<file path="src/hw/rtl/escc_pkg.sv">
// Shared constants, types and calendar table for the epoch seconds calendar converter.
// Used by escc_encode, escc_decode and epoch_seconds_calendar_convert.
package escc_pkg;

    localparam int IN_DATA_W  = 72;
    localparam int OUT_DATA_W = 80;
    localparam int PIPE_DEPTH = 9;
    localparam int ENC_STAGES = 3;

    localparam logic OP_ENCODE = 1'b0;
    localparam logic OP_DECODE = 1'b1;

    localparam logic [11:0] YEAR_FIRST    = 12'd1970;
    localparam logic [11:0] YEAR_LAST     = 12'd2038;
    localparam logic [3:0]  MONTH_LAST    = 4'd12;
    localparam logic [7:0]  BASE_YEAR     = 8'd70;
    localparam logic [1:0]  LEAP_SLOT     = 2'd2;
    localparam logic [17:0] DAY_SECS      = 18'd86400;
    localparam logic [9:0]  DAY_SECS_HI   = 10'd675;
    localparam logic [10:0] QUAD_DAYS     = 11'd1461;
    localparam logic [8:0]  YEAR_DAYS     = 9'd365;
    localparam logic [10:0] TWO_YEAR_DAYS = 11'd730;
    localparam logic [10:0] LEAP_END_DAYS = 11'd1096;
    localparam logic [11:0] HOUR_SECS     = 12'd3600;
    localparam logic [5:0]  MIN_SECS      = 6'd60;
    localparam logic [2:0]  WEEK_DAYS     = 3'd7;
    localparam logic [2:0]  EPOCH_WEEKDAY = 3'd4;
    localparam logic [4:0]  HOUR_MAX      = 5'd23;
    localparam logic [5:0]  MIN_MAX       = 6'd59;
    localparam logic [3:0]  MONTH_IDX_MAX = 4'd11;
    localparam logic [2:0]  WEEKDAY_MAX   = 3'd6;

    localparam logic [15:0] DAY_RCP  = 16'((1 << 25) / 675);
    localparam logic [5:0]  QUAD_RCP = 6'((1 << 16) / 1461);
    localparam logic [13:0] WEEK_RCP = 14'((1 << 16) / 7);
    localparam logic [5:0]  HOUR_RCP = 6'((1 << 17) / 3600);
    localparam logic [6:0]  MIN_RCP  = 7'((1 << 12) / 60);

    typedef struct packed {
        logic [5:0]  second_in;
        logic [5:0]  minute_in;
        logic [4:0]  hour_in;
        logic [4:0]  day_in;
        logic [3:0]  month_in;
        logic [11:0] full_year;
    } t_enc_in;

    typedef struct packed {
        logic [5:0] second_out;
        logic [5:0] minute_out;
        logic [4:0] hour_out;
        logic [2:0] weekday;
        logic [8:0] day_of_year;
        logic [4:0] day_of_month;
        logic [3:0] month_index;
        logic [7:0] years_since_1900;
    } t_dec_res;

    function automatic logic [8:0] days_before(input logic [3:0] month_idx, input logic leap);
        logic [8:0] base;
        logic [8:0] adj;
        case (month_idx)
            4'd0:    base = 9'd0;
            4'd1:    base = 9'd31;
            4'd2:    base = 9'd59;
            4'd3:    base = 9'd90;
            4'd4:    base = 9'd120;
            4'd5:    base = 9'd151;
            4'd6:    base = 9'd181;
            4'd7:    base = 9'd212;
            4'd8:    base = 9'd243;
            4'd9:    base = 9'd273;
            4'd10:   base = 9'd304;
            4'd11:   base = 9'd334;
            default: base = 9'd0;
        endcase
        adj = (leap && month_idx >= 4'd2) ? 9'd1 : 9'd0;
        return base + adj;
    endfunction

endpackage

</file>
<file path="src/hw/rtl/epoch_seconds_calendar_convert.sv">
// Converts between UTC calendar fields and seconds since 1970, direction chosen per beat by
// the opcode in s_axis_tuser. One beat is taken every cycle unless stalled. Each result
// passes the input register, nine arithmetic stages and the output register. A stall on the
// master side freezes the whole pipeline, so s_axis_tready follows m_axis_tready one for one
// once the output register is full. Decoding treats every fourth year as leap, exact through 2099.
module epoch_seconds_calendar_convert (
    input  logic        i_clk,
    input  logic        i_rst_n,
    input  logic        s_axis_tvalid,
    output logic        s_axis_tready,
    // full_year[11:0], month_in[15:12], day_in[20:16], hour_in[25:21],
    // minute_in[31:26], second_in[37:32], epoch_in[70:38], zero[71]
    input  logic [escc_pkg::IN_DATA_W-1:0]  s_axis_tdata,
    // opcode[0]
    input  logic [0:0]  s_axis_tuser,
    output logic        m_axis_tvalid,
    input  logic        m_axis_tready,
    // epoch_out[31:0], years_since_1900[39:32], month_index[43:40], day_of_month[48:44],
    // day_of_year[57:49], weekday[60:58], hour_out[65:61], minute_out[71:66],
    // second_out[77:72], zero[79:78]
    output logic [escc_pkg::OUT_DATA_W-1:0] m_axis_tdata,
    // valid_res[0]
    output logic [0:0]  m_axis_tuser
);

    localparam int DEPTH = escc_pkg::PIPE_DEPTH;

    logic                            adv;
    logic                            r_in_valid;
    logic                            r_in_op;
    logic [escc_pkg::IN_DATA_W-1:0]  r_in_data;
    logic [DEPTH-1:0]                r_vld;
    logic [DEPTH-1:0]                r_op;
    logic                            r_out_valid;
    logic                            r_out_op;
    logic [escc_pkg::OUT_DATA_W-1:0] r_out_data;
    logic                            r_out_ok;
    logic                            n_out_ok;
    logic [escc_pkg::OUT_DATA_W-1:0] n_out_data;
    logic                            enc_ok;
    logic [31:0]                     enc_epoch;
    logic                            dec_ok;
    escc_pkg::t_dec_res              dec_res;
    escc_pkg::t_enc_in               enc_in;

    assign adv           = !r_out_valid || m_axis_tready;
    assign s_axis_tready = adv;
    assign enc_in        = escc_pkg::t_enc_in'(r_in_data[37:0]);

    escc_encode u_encode (
        .i_clk    (i_clk),
        .i_en     (adv),
        .i_fields (enc_in),
        .o_ok     (enc_ok),
        .o_epoch  (enc_epoch)
    );

    escc_decode u_decode (
        .i_clk   (i_clk),
        .i_en    (adv),
        .i_epoch (r_in_data[70:38]),
        .o_ok    (dec_ok),
        .o_res   (dec_res)
    );

    always_comb begin
        n_out_ok   = 1'b0;
        n_out_data = '0;
        if (r_op[DEPTH-1] == escc_pkg::OP_ENCODE) begin
            if (enc_ok) begin
                n_out_ok         = 1'b1;
                n_out_data[31:0] = enc_epoch;
            end
        end else begin
            if (dec_ok) begin
                n_out_ok          = 1'b1;
                n_out_data[77:32] = dec_res;
            end
        end
    end

    always_ff @(posedge i_clk) begin
        if (!i_rst_n) begin
            r_in_valid  <= 1'b0;
            r_vld       <= '0;
            r_out_valid <= 1'b0;
        end else if (adv) begin
            r_in_valid  <= s_axis_tvalid;
            r_vld       <= {r_vld[DEPTH-2:0], r_in_valid};
            r_out_valid <= r_vld[DEPTH-1];
        end
    end

    always_ff @(posedge i_clk) begin
        if (adv) begin
            r_in_data  <= s_axis_tdata;
            r_in_op    <= s_axis_tuser[0];
            r_op       <= {r_op[DEPTH-2:0], r_in_op};
            r_out_op   <= r_op[DEPTH-1];
            r_out_ok   <= n_out_ok;
            r_out_data <= n_out_data;
        end
    end

    assign m_axis_tvalid   = r_out_valid;
    assign m_axis_tdata    = r_out_data;
    assign m_axis_tuser[0] = r_out_ok;

    a_fail_zero: assert property (@(posedge i_clk) disable iff (!i_rst_n)
        (r_out_valid && !r_out_ok) |-> (r_out_data == '0))
        else $error("failed conversion carries non-zero fields");

    a_dec_date: assert property (@(posedge i_clk) disable iff (!i_rst_n)
        (r_out_valid && r_out_ok && r_out_op == escc_pkg::OP_DECODE)
        |-> (r_out_data[43:40] <= escc_pkg::MONTH_IDX_MAX && r_out_data[48:44] != 5'd0
             && r_out_data[60:58] <= escc_pkg::WEEKDAY_MAX))
        else $error("decoded date field out of range");

    a_dec_time: assert property (@(posedge i_clk) disable iff (!i_rst_n)
        (r_out_valid && r_out_ok && r_out_op == escc_pkg::OP_DECODE)
        |-> (r_out_data[65:61] <= escc_pkg::HOUR_MAX && r_out_data[71:66] <= escc_pkg::MIN_MAX
             && r_out_data[77:72] <= escc_pkg::MIN_MAX && r_out_data[31:0] == 32'd0))
        else $error("decoded time field out of range");

    a_stall_hold: assert property (@(posedge i_clk) disable iff (!i_rst_n)
        !adv |=> ($stable(r_vld) && $stable(r_in_valid)))
        else $error("pipeline moved during stall");

endmodule

</file>
<file path="src/hw/rtl/escc_encode.sv">
// Calendar fields to epoch seconds: three arithmetic stages, then a delay line
// to match the decode latency. Depends on escc_pkg.
module escc_encode (
    input  logic               i_clk,
    input  logic               i_en,
    input  escc_pkg::t_enc_in  i_fields,
    output logic               o_ok,
    output logic [31:0]        o_epoch
);

    localparam int DLY = escc_pkg::PIPE_DEPTH - escc_pkg::ENC_STAGES;

    typedef struct packed {
        logic        ok;
        logic [31:0] epoch;
    } t_enc_res;

    logic [11:0]        yoff;
    logic [6:0]         y;
    logic               leap;
    logic [3:0]         mi;
    logic [14:0]        ysum;
    logic [16:0]        hms;
    logic               in_ok;
    logic signed [33:0] prod;
    logic signed [33:0] tsum;

    logic signed [15:0] r1_days;
    logic [16:0]        r1_hms;
    logic               r1_ok;
    logic signed [33:0] r2_prod;
    logic [16:0]        r2_hms;
    logic               r2_ok;
    t_enc_res           r3_res;
    t_enc_res           r_dly [DLY];

    always_comb begin
        yoff  = i_fields.full_year - escc_pkg::YEAR_FIRST;
        y     = yoff[6:0];
        leap  = (y[1:0] == escc_pkg::LEAP_SLOT);
        mi    = i_fields.month_in - 4'd1;
        in_ok = (i_fields.full_year >= escc_pkg::YEAR_FIRST)
             && (i_fields.full_year <= escc_pkg::YEAR_LAST)
             && (i_fields.month_in != 4'd0)
             && (i_fields.month_in <= escc_pkg::MONTH_LAST);
        ysum  = 15'(15'(y) * 15'(escc_pkg::YEAR_DAYS))
              + 15'((8'(y) + 8'd1) >> 2)
              + 15'(escc_pkg::days_before(mi, leap))
              + 15'(i_fields.day_in);
        hms   = 17'(17'(i_fields.hour_in) * 17'(escc_pkg::HOUR_SECS))
              + 17'(17'(i_fields.minute_in) * 17'(escc_pkg::MIN_SECS))
              + 17'(i_fields.second_in);
        prod  = 34'(r1_days) * $signed({16'd0, escc_pkg::DAY_SECS});
        tsum  = r2_prod + $signed({17'd0, r2_hms});
    end

    always_ff @(posedge i_clk) begin
        if (i_en) begin
            r1_days      <= $signed({1'b0, ysum}) - 16'sd1;
            r1_hms       <= hms;
            r1_ok        <= in_ok;
            r2_prod      <= prod;
            r2_hms       <= r1_hms;
            r2_ok        <= r1_ok;
            r3_res.ok    <= r2_ok && !tsum[33];
            r3_res.epoch <= tsum[31:0];
            r_dly[0]     <= r3_res;
            for (int i = 1; i < DLY; i++) begin
                r_dly[i] <= r_dly[i-1];
            end
        end
    end

    assign o_ok    = r_dly[DLY-1].ok;
    assign o_epoch = r_dly[DLY-1].epoch;

endmodule

</file>
<file path="src/hw/rtl/escc_decode.sv">
// Epoch seconds to broken-down UTC fields in nine stages of constant-reciprocal
// division and table search. Depends on escc_pkg.
module escc_decode (
    input  logic                i_clk,
    input  logic                i_en,
    input  logic [32:0]         i_epoch,
    output logic                o_ok,
    output escc_pkg::t_dec_res  o_res
);

    logic [40:0] p_day;
    logic [24:0] day_sub;
    logic        fix_day;
    logic [10:0] sod_hi;
    logic [15:0] wsum;
    logic [21:0] p_quad;
    logic [22:0] p_hour;
    logic [29:0] p_week;
    logic        fix_quad;
    logic        fix_hour;
    logic        fix_week;
    logic [11:0] rq_adj;
    logic [12:0] rh_adj;
    logic [3:0]  rw_adj;
    logic [1:0]  yidx;
    logic [10:0] ybase;
    logic [18:0] p_min;
    logic [3:0]  mon;
    logic [8:0]  dom_full;
    logic        fix_min;
    logic [6:0]  rm_adj;

    logic        r1_ok, r2_ok, r3_ok, r4_ok, r5_ok, r6_ok, r7_ok, r8_ok, r9_ok;
    logic [24:0] r1_x;
    logic [15:0] r1_q, r2_q;
    logic [6:0]  r1_lo, r2_lo;
    logic [10:0] r2_t;
    logic [15:0] r3_days, r4_days;
    logic [16:0] r3_sod, r4_sod;
    logic [15:0] r4_w;
    logic [5:0]  r4_qq, r5_qq;
    logic [5:0]  r4_qh, r5_qh;
    logic [13:0] r4_qw;
    logic [11:0] r5_rq;
    logic [12:0] r5_rh;
    logic [3:0]  r5_rw;
    logic [5:0]  r6_quads;
    logic [10:0] r6_qday;
    logic [4:0]  r6_hour, r7_hour, r8_hour;
    logic [11:0] r6_shr, r7_shr;
    logic [2:0]  r6_wd, r7_wd, r8_wd;
    logic [7:0]  r7_year, r8_year;
    logic [8:0]  r7_yday, r8_yday;
    logic        r7_leap, r8_leap;
    logic [5:0]  r7_qm, r8_qm;
    logic [3:0]  r8_mon;
    logic [6:0]  r8_rm;
    escc_pkg::t_dec_res r9_res;

    always_comb begin
        p_day    = 41'(i_epoch[31:7]) * 41'(escc_pkg::DAY_RCP);
        day_sub  = r1_x - 25'(25'(r1_q) * 25'(escc_pkg::DAY_SECS_HI));
        fix_day  = (r2_t >= 11'(escc_pkg::DAY_SECS_HI));
        sod_hi   = fix_day ? (r2_t - 11'(escc_pkg::DAY_SECS_HI)) : r2_t;
        wsum     = r3_days + 16'(escc_pkg::EPOCH_WEEKDAY);
        p_quad   = 22'(r3_days) * 22'(escc_pkg::QUAD_RCP);
        p_hour   = 23'(r3_sod) * 23'(escc_pkg::HOUR_RCP);
        p_week   = 30'(wsum) * 30'(escc_pkg::WEEK_RCP);
        fix_quad = (r5_rq >= 12'(escc_pkg::QUAD_DAYS));
        fix_hour = (r5_rh >= 13'(escc_pkg::HOUR_SECS));
        fix_week = (r5_rw >= 4'(escc_pkg::WEEK_DAYS));
        rq_adj   = fix_quad ? (r5_rq - 12'(escc_pkg::QUAD_DAYS)) : r5_rq;
        rh_adj   = fix_hour ? (r5_rh - 13'(escc_pkg::HOUR_SECS)) : r5_rh;
        rw_adj   = fix_week ? (r5_rw - 4'(escc_pkg::WEEK_DAYS)) : r5_rw;
        if (r6_qday >= escc_pkg::LEAP_END_DAYS) begin
            yidx  = 2'd3;
            ybase = escc_pkg::LEAP_END_DAYS;
        end else if (r6_qday >= escc_pkg::TWO_YEAR_DAYS) begin
            yidx  = 2'd2;
            ybase = escc_pkg::TWO_YEAR_DAYS;
        end else if (r6_qday >= 11'(escc_pkg::YEAR_DAYS)) begin
            yidx  = 2'd1;
            ybase = 11'(escc_pkg::YEAR_DAYS);
        end else begin
            yidx  = 2'd0;
            ybase = 11'd0;
        end
        p_min = 19'(r6_shr) * 19'(escc_pkg::MIN_RCP);
        mon   = 4'd0;
        for (int m = 1; m < 12; m++) begin
            if (escc_pkg::days_before(4'(m), r7_leap) <= r7_yday) begin
                mon = 4'(m);
            end
        end
        dom_full = r8_yday - escc_pkg::days_before(r8_mon, r8_leap) + 9'd1;
        fix_min  = (r8_rm >= 7'(escc_pkg::MIN_SECS));
        rm_adj   = fix_min ? (r8_rm - 7'(escc_pkg::MIN_SECS)) : r8_rm;
    end

    always_ff @(posedge i_clk) begin
        if (i_en) begin
            // divide by a day
            r1_ok    <= !i_epoch[32];
            r1_x     <= i_epoch[31:7];
            r1_lo    <= i_epoch[6:0];
            r1_q     <= p_day[40:25];
            r2_ok    <= r1_ok;
            r2_q     <= r1_q;
            r2_lo    <= r1_lo;
            r2_t     <= day_sub[10:0];
            r3_ok    <= r2_ok;
            r3_days  <= r2_q + 16'(fix_day);
            r3_sod   <= {sod_hi[9:0], r2_lo};
            // four-year block, hour and weekday
            r4_ok    <= r3_ok;
            r4_days  <= r3_days;
            r4_sod   <= r3_sod;
            r4_w     <= wsum;
            r4_qq    <= p_quad[21:16];
            r4_qh    <= p_hour[22:17];
            r4_qw    <= p_week[29:16];
            r5_ok    <= r4_ok;
            r5_qq    <= r4_qq;
            r5_qh    <= r4_qh;
            r5_rq    <= 12'(r4_days - 16'(16'(r4_qq) * 16'(escc_pkg::QUAD_DAYS)));
            r5_rh    <= 13'(r4_sod - 17'(17'(r4_qh) * 17'(escc_pkg::HOUR_SECS)));
            r5_rw    <= 4'(r4_w - 16'(16'(r4_qw) * 16'(escc_pkg::WEEK_DAYS)));
            r6_ok    <= r5_ok;
            r6_quads <= r5_qq + 6'(fix_quad);
            r6_qday  <= rq_adj[10:0];
            r6_hour  <= 5'(r5_qh + 6'(fix_hour));
            r6_shr   <= rh_adj[11:0];
            r6_wd    <= rw_adj[2:0];
            // year within block, minute estimate
            r7_ok    <= r6_ok;
            r7_year  <= {r6_quads, 2'b00} + escc_pkg::BASE_YEAR + 8'(yidx);
            r7_yday  <= 9'(r6_qday - ybase);
            r7_leap  <= (yidx == escc_pkg::LEAP_SLOT);
            r7_qm    <= p_min[17:12];
            r7_shr   <= r6_shr;
            r7_hour  <= r6_hour;
            r7_wd    <= r6_wd;
            // month search
            r8_ok    <= r7_ok;
            r8_mon   <= mon;
            r8_rm    <= 7'(r7_shr - 12'(12'(r7_qm) * 12'(escc_pkg::MIN_SECS)));
            r8_qm    <= r7_qm;
            r8_year  <= r7_year;
            r8_yday  <= r7_yday;
            r8_leap  <= r7_leap;
            r8_hour  <= r7_hour;
            r8_wd    <= r7_wd;
            r9_ok                   <= r8_ok;
            r9_res.years_since_1900 <= r8_year;
            r9_res.month_index      <= r8_mon;
            r9_res.day_of_month     <= dom_full[4:0];
            r9_res.day_of_year      <= r8_yday;
            r9_res.weekday          <= r8_wd;
            r9_res.hour_out         <= r8_hour;
            r9_res.minute_out       <= r8_qm + 6'(fix_min);
            r9_res.second_out       <= rm_adj[5:0];
        end
    end

    assign o_ok  = r9_ok;
    assign o_res = r9_res;

endmodule
</file>
<file path="config.mk">
export PLATFORM = sky130hd
export DESIGN_NAME = epoch_seconds_calendar_convert
export DESIGN_NICKNAME = d
export VERILOG_FILES = /design/src/hw/rtl/escc_pkg.sv /design/src/hw/rtl/epoch_seconds_calendar_convert.sv /design/src/hw/rtl/escc_encode.sv /design/src/hw/rtl/escc_decode.sv
export SDC_FILE = /design/constraint.sdc
export NUM_CORES = 2
export LEC_CHECK = 0
export BUFFER_PORTS_ARGS = -buffer_cell sky130_fd_sc_hd__clkbuf_2
export CAP_MARGIN = 10
export CORE_UTILIZATION = 38
export DETAILED_ROUTE_END_ITERATION = 10
export RECOVER_POWER = 100
export SLEW_MARGIN = 30
export SYNTH_ARGS = -nofsm -noshare
export SYNTH_HDL_FRONTEND = slang
export SYNTH_HIERARCHICAL = 1
export SYNTH_SLANG_ARGS = --single-unit
</file>
<file path="constraint.sdc">
create_clock -name i_clk -period 8.9 [get_ports i_clk]
set_clock_uncertainty 0.1 [all_clocks]
set_input_delay 0.89 -clock i_clk [delete_from_list [all_inputs] [get_ports i_clk]]
set_output_delay 0.89 -clock i_clk [all_outputs]
set_load 0.03 [all_outputs]
</file>
# Yosys cells after proc, flatten, opt, wreduce, memory -nomap -nowiden

Memory sizes are Yosys's and may differ from the RTL's.
Index checks and enable logic that the tools add are counted.

Register bits after elaboration: 653
Memory bits (writable): 198
ROM bits: 288
Memories kept: 3

Add/subtract/negate cells: 42
Multiply operators: 14
$lt $le $gt $ge: 24
Equality and inequality tests: 2
Mux-type cells: 29
Bitwise gates (word level): 1
Reductions and logical operators: 15

Memory list:

| memory          | words | width | rd ports | clocked after memory_dff | wr ports | RTL line          | RTL |
|---|---|---|---|---|---|---|---|
| u_encode.r_dly  | 6     | 33    | 6        | 0                        | 6        | escc_encode.sv:35 | `t_enc_res r_dly [DLY];` |
| (no name shown) | 16    | 9     | 1        | 0                        | 0        | escc_pkg.sv:62    | `case (month_idx)` |
| (no name shown) | 16    | 9     | 1        | 0                        | 0        | escc_pkg.sv:62    |  |

Operators with widths:

| operator                                                                              | number |
|---|---|
| 9-bit less-or-equal comparator                                                        | 10 |
| 25-bit by 15-bit multiplier with 40-bit output, second input constant                 | 1 |
| 8-bit by 9-bit adder with 9-bit output, first input constant                          | 4 |
| 34-bit by 18-bit adder with 34-bit output                                             | 1 |
| 16-bit by 13-bit multiplier with 29-bit output, second input constant                 | 1 |
| 9-bit adder, first input constant                                                     | 3 |
| 16-bit by 11-bit multiplier with 27-bit output, second input constant                 | 1 |
| 9-bit 2-to-1 mux                                                                      | 3 |
| 12-bit by 11-bit greater-or-equal comparator with 1-bit output, second input constant | 2 |
| 11-bit by 10-bit greater-or-equal comparator with 1-bit output, second input constant | 2 |
| 17-bit by 4-bit multiplier with 21-bit output, second input constant                  | 1 |
| 16-bit by 4-bit multiplier with 20-bit output, second input constant                  | 1 |
| 7-bit by 9-bit adder with 9-bit output, first input constant                          | 2 |
| 17-bit by 12-bit adder with 17-bit output                                             | 1 |
| 17-bit by 6-bit adder with 17-bit output                                              | 1 |
| 16-bit by 1-bit adder with 16-bit output                                              | 1 |
| 16-bit by 3-bit adder with 16-bit output, second input constant                       | 1 |
| 12-bit by 5-bit multiplier with 16-bit output, second input constant                  | 1 |
| 16-bit by 10-bit multiplier with 11-bit output, second input constant                 | 1 |
| 15-bit by 1-bit subtractor with 16-bit output, second input constant                  | 1 |
| 15-bit by 13-bit adder with 15-bit output                                             | 1 |
| 15-bit by 5-bit adder with 15-bit output                                              | 1 |
| 15-bit by 9-bit adder with 15-bit output                                              | 1 |
| 7-bit by 9-bit multiplier with 15-bit output, second input constant                   | 1 |
| other kinds (54)                                                                      | 84 |

# Longest topological paths before layout

Depth in word-level cells: 12
Depth in mapped cells: 32

# Hierarchy

The synthesis kept the hierarchy.

Modules (own cells, without submodules):

| module                         | instances | cells an instance | area each (um2) | sequential area each (um2) |
|---|---|---|---|---|
| escc_decode                    | 1         | 2073              | 25777.2         | 10750.3 |
| escc_encode                    | 1         | 1281              | 17448.0         | 9308.9 |
| epoch_seconds_calendar_convert | 1         | 293               | 5851.9          | 5024.8 |

# Least setup slack after synthesis

OpenSTA, ideal clock, no wires.

Path type: reg-to-reg
From: register r_in_data[12] (netlist name)
To: register u_encode.r1_days[11], data pin
Arrival time: 6.377 ns
Setup slack: 2.160 ns
Cell stages (with the launch flop): 28
Buffers on the path: 1
Cell sequence: edfxtp_1 -> inv_1 -> ha_1 -> inv_1 -> ha_1 -> clkbuf_1 -> nor4b_1 -> nor3_1 -> ha_1 -> and3_1 -> nand2_1 -> xor2_1 -> fa_1 -> inv_1 -> fa_1 -> fa_1 -> inv_1 -> fa_1 -> ha_1 -> ha_1 -> a21oi_1 -> o221ai_1 -> a31o_1 -> xor2_1 -> or3b_1 -> nor3_1 -> nand2_1 -> xor2_1

Cells in the longest elaborated chain, start to end: 8
Elaborated cells on any way between the ends: 9

Ends and longest elaborated chain:

| item                                                         | RTL line                             | RTL |
|---|---|---|
| start: declaration                                           | epoch_seconds_calendar_convert.sv:31 | `logic [escc_pkg::IN_DATA_W-1:0] r_in_data;` |
| start signal: assignment                                     | epoch_seconds_calendar_convert.sv:96 | `r_in_data <= s_axis_tdata;` |
| 4-bit by 1-bit subtractor with 4-bit output *                | escc_encode.sv:41                    | `mi = i_fields.month_in - 4'd1;` |
| 4-bit by 2-bit greater-or-equal comparator with 1-bit output | escc_pkg.sv:77                       | `adj = (leap && month_idx >= 4'd2) ? 9'd1 : 9'd0;` |
| 1-bit logical AND                                            | escc_pkg.sv:77                       |  |
| 1-bit 2-to-1 mux                                             | escc_pkg.sv:77                       |  |
| 9-bit adder *                                                | escc_pkg.sv:78                       | `return base + adj;` |
| 15-bit by 9-bit adder with 15-bit output *                   | escc_encode.sv:48                    | `+ 15'(escc_pkg::days_before(mi, leap))` |
| 15-bit by 5-bit adder with 15-bit output *                   | escc_encode.sv:49                    | `+ 15'(i_fields.day_in);` |
| 15-bit by 1-bit subtractor with 16-bit output *              | escc_encode.sv:59                    | `r1_days <= $signed({1'b0, ysum}) - 16'sd1;` |
| end signal: assignment                                       | escc_encode.sv:59                    |  |
| end: declaration                                             | escc_encode.sv:28                    | `logic signed [15:0] r1_days;` |

Mark *: on every way between the ends. The rest lies on a longest branch, timed or not.
A chain may end at the register's enable or synchronous reset.

# Final worst setup path

From: register r_in_data[13] (netlist name)
To: register u_encode.r1_days[15], data pin

Same word-level chain as after synthesis.

==> results.md <==
* Total Die Area at 131000 µm²
* Final number of max-transition violations at 922
* I/O pin total at 160
* FFs w/ async S/R, synth at 0
* Worst Max-Slew Pin Slew at 4.23 ns
* Share of cells above drive strength 1 at 0.0592
* Effective utilization at floorplan at 0.384
* Clock latency of the later-clocked register in the worst-skew pair at 0.68 ns
* Filler cell count in the final layout at 11800
* Worst rel slew slack at -1.82
* Pre-antenna DRT Iters at 5
* Startpoint of the worst-slack reg-to-reg timing path: r_in_data[13]
* Post-synthesis sequential element count at 839
* Post-Route Setup TNS at 0 ns
* Number of antenna diodes at 0
* Worst Hold Depth at 1
* FF-to-FF setup slack at 1.14 ns
* Max Clock Freq at 129 MHz
* Ys flop type: sky130_fd_sc_hd__edfxtp_1
* DP Wirelength at 55200 µm
* Count of final hold-check violations at 0
* Number of synthesis warnings at 6
* Number of antenna violations at the first check in global routing at 0
* Synth top area share at 0.507
* Critical Path Most Common Cell: sky130_fd_sc_hd__ha_1
* Die Ht at 361 µm
* Std-Cell Rows at 131
* Sequential-to-total area share from yosys stat at 0.511
* Reg clk slew, reported paths at 0.06 ns
* CTS tree: yes
* H-Tree Depth at 3
* Total of buffers placed on input and output ports at 156
* First-iteration detailed-routing DRC count at 1094
* # Max-Cap Violations at 10
* Post-CTS repair timing setup buffer count at 0
* Vias per Instance at 4.53
* Result of the run: finished, violations left
* Horiz. Die Dim at 361 µm
* Largest stage delay, worst path at 0.53 ns
* Post-synthesis cell type count at 89
* Via count at 25400
* Count of buffering cells on the critical path with inverters included at 2
* Number of cells traversed by the worst register-to-register path at 26
* Post-Synthesis Cells at 3647
* Total track usage at 0.117
* Post-DRT Antenna Nets at 0
* Violated checks: capacitance limit, slew limit
* Top cells by area in the synthesized netlist: sky130_fd_sc_hd__edfxtp_1, sky130_fd_sc_hd__ha_1, sky130_fd_sc_hd__fa_1
* Wire length per cell after detailed routing at 13.4 µm
* Ratio of final minimum period to clock period at 0.872
* CTS hold repair buffers at 0
* CTS Buf Count at 92
* Kind of path behind the tightest hold check: in -> reg
* Critical Path Slowest Stage Cell: sky130_fd_sc_hd__fa_1
* Clock sink count at 839
* Detailed-route DRC error count at 0
* End point of the most critical hold path: r_in_data[39]
* Total wire length after detailed routing at 75000 µm
* WP data arrival at 8.08 ns
* Setup violation total in the final timing report at 0
* Classification of the worst setup path: reg -> reg
* Cells resized by post-CTS repair at 0
* Crit path max-delay family: adder cells
* Weighted congestion at the end of routability-driven global placement at 0.832
* Vias in the first global route at 25800
* Crit path time final at 7.76 ns
* Area of the mapped netlist at 49100 µm²
* Most repeated cell in the gate-level netlist after synthesis: sky130_fd_sc_hd__edfxtp_1
* RSZ-0062 raised after global routing: no
* Cells after DPL at 5448
* Clk root buf: sky130_fd_sc_hd__clkbuf_16
* Total overflow reported by the global router at 0
* Placeable Area at 128000 µm²
* Count of placed standard cells in the final layout, fillers left out at 5617
* Crit. End Element: flop
* Dominant cell type by area after synthesis: sky130_fd_sc_hd__edfxtp_1
* Core utilization of the finished layout at 0.427
* Terminus of the critical flop-to-flop path: u_encode/r1_days[15]
* Post-layout nets at 4858
* First-pass GRT wire length at 127000 µm
* Largest net degree at the start of global routing at 175
* Maximum buffer depth of the clock tree at 3
* Avg Cell Area, Syn at 13.5 µm²
* Critical path startpoint category: flop
* P&R area growth vs syn at 11.2%
* Most numerous cell types in the synthesized netlist: sky130_fd_sc_hd__edfxtp_1, sky130_fd_sc_hd__ha_1, sky130_fd_sc_hd__inv_1
* Count of flip-flops with a built-in enable after synthesis at 828
* Startpoint of the lowest-slack hold path: s_axis_tdata[39]
* Maximum fanout count along the critical path at 11
* CP required at 9.22 ns
==> placed cells by master, fill, tap and decap left out, types with 60 or more instances in the layout <==
cell type                   synthesis  layout
sky130_fd_sc_hd__xnor2_1          202     202
sky130_fd_sc_hd__xor2_1            82      82
sky130_fd_sc_hd__clkbuf_1          11     110
sky130_fd_sc_hd__clkbuf_16          0      92
sky130_fd_sc_hd__nand2_1          116     116
sky130_fd_sc_hd__inv_1            633     633
sky130_fd_sc_hd__ha_1             636     636
sky130_fd_sc_hd__edfxtp_1         828     828
sky130_fd_sc_hd__nor2_1            94      94
sky130_fd_sc_hd__o21ai_0           77      92
sky130_fd_sc_hd__a21oi_1          128     130
sky130_fd_sc_hd__clkbuf_2           1      75
sky130_fd_sc_hd__and3_1            60      60
sky130_fd_sc_hd__fa_1             265     265
==> worst reg2reg max path: stages, from the launching register on <==
cell                        delay (ns)
sky130_fd_sc_hd__edfxtp_1         0.43
sky130_fd_sc_hd__inv_1            0.20
sky130_fd_sc_hd__ha_1             0.32
sky130_fd_sc_hd__inv_1            0.09
sky130_fd_sc_hd__ha_1             0.40
sky130_fd_sc_hd__o21bai_1         0.23
sky130_fd_sc_hd__a21oi_1          0.13
sky130_fd_sc_hd__o21ai_0          0.09
sky130_fd_sc_hd__a21oi_1          0.21
sky130_fd_sc_hd__ha_1             0.22
sky130_fd_sc_hd__nand2_1          0.08
sky130_fd_sc_hd__nor4_1           0.49
sky130_fd_sc_hd__xnor2_1          0.16
sky130_fd_sc_hd__ha_1             0.32
sky130_fd_sc_hd__fa_1             0.53
sky130_fd_sc_hd__fa_1             0.44
sky130_fd_sc_hd__fa_1             0.45
sky130_fd_sc_hd__ha_1             0.29
sky130_fd_sc_hd__ha_1             0.39
sky130_fd_sc_hd__a2111oi_0        0.41
sky130_fd_sc_hd__o21ai_0          0.28
sky130_fd_sc_hd__a22oi_1          0.40
sky130_fd_sc_hd__a21oi_1          0.11
sky130_fd_sc_hd__o21ai_0          0.22
sky130_fd_sc_hd__a21oi_1          0.10
sky130_fd_sc_hd__a31oi_1          0.23
sky130_fd_sc_hd__and4bb_1         0.22
==> worst max-delay path by stage <==
stage                       start                   end  slack, ns  cells after the start
global route        r_in_data[12]  u_encode/r1_days[15]       0.51                     28
floorplan           r_in_data[12]  u_encode/r1_days[11]       2.16                     27
global placement    r_in_data[12]  u_encode/r1_days[11]       1.62                     28
detailed placement  r_in_data[13]  u_encode/r1_days[15]       1.58                     28
finish              r_in_data[13]  u_encode/r1_days[15]       1.14                     26
CTS                 r_in_data[13]  u_encode/r1_days[15]       1.59                     28
==> kinds of logic (layout without fill, tap and decap cells) <==
| logic type | after synthesis | in the layout | synth area share |
|---|---|---|---|
| adder cells (fa/ha/maj) | 901 | 901 | 0.270 |
| flip-flops | 839 | 839 | 0.511 |
| buffers and inverters | 661 | 968 | 0.0521 |
| AND/OR/NAND/NOR | 511 | 511 | 0.0547 |
| AO/OA/AOI/OAI | 431 | 431 | 0.0568 |
| XOR/XNOR | 286 | 286 | 0.0513 |
| multiplexers | 17 | 17 | 0.00357 |
| other | 1 | 2 | 0.0000764 |
==> sequential cells by signal, summed over array words and instances, names as in the netlist, 17 cells and up <==
name,flops
u_encode/r_dly,198
m_axis_tdata,78
r_in_data,71
u_decode/o_res,46
u_encode/r3_res,33
u_encode/r2_prod,27
u_decode/r3_sod,17
u_encode/r1_hms,17
u_encode/r2_hms,17
==> per-stage QoR <==
| step | hold slack, ns | cell area (µm²) | setup slack [ns] |
|---|---|---|---|
| after global routing | 0.217 | 54600 | 0.507 |
| after floorplan | 0.300 | 49100 | 2.16 |
| final | 0.274 | 54600 | 1.14 |
| after global placement | 0.302 | 51900 | 1.62 |
| after detailed placement | 0.305 | 51900 | 1.58 |
| after CTS | 0.194 | 54800 | 1.59 |
==> area by class of cell <==
| class | count | area, µm² | share of cell area |
|---|---|---|---|
| repair buffers | 166 | 721 | 0.0132 |
| clock inverters | 57 | 573 | 0.0105 |
| clock buffers | 112 | 2380 | 0.0436 |
| inverters | 633 | 2380 | 0.0436 |
| well taps | 1662 | 2080 | 0.0381 |
| multi-input cells | 2148 | 21300 | 0.391 |
| flip-flops and latches | 839 | 25100 | 0.460 |
==> layer usage <==
| metal | global-route usage | vias to the layer above | wire length (µm) | share of wire |
|---|---|---|---|---|
| met5 | 0 | - | 0 | 0 |
| met3 | 0.0231 | 113 | 2470 | 0.033 |
| met1 | 0.159 | 11900 | 36800 | 0.49 |
| met4 | 0.0351 | 0 | 1790 | 0.024 |
| li1 | - | 13200 | - | - |
| met2 | 0.190 | 270 | 34000 | 0.45 |
Power is not shown: default switching activity piles up to over one toggle a cycle in this logic, so the estimate is an artifact.
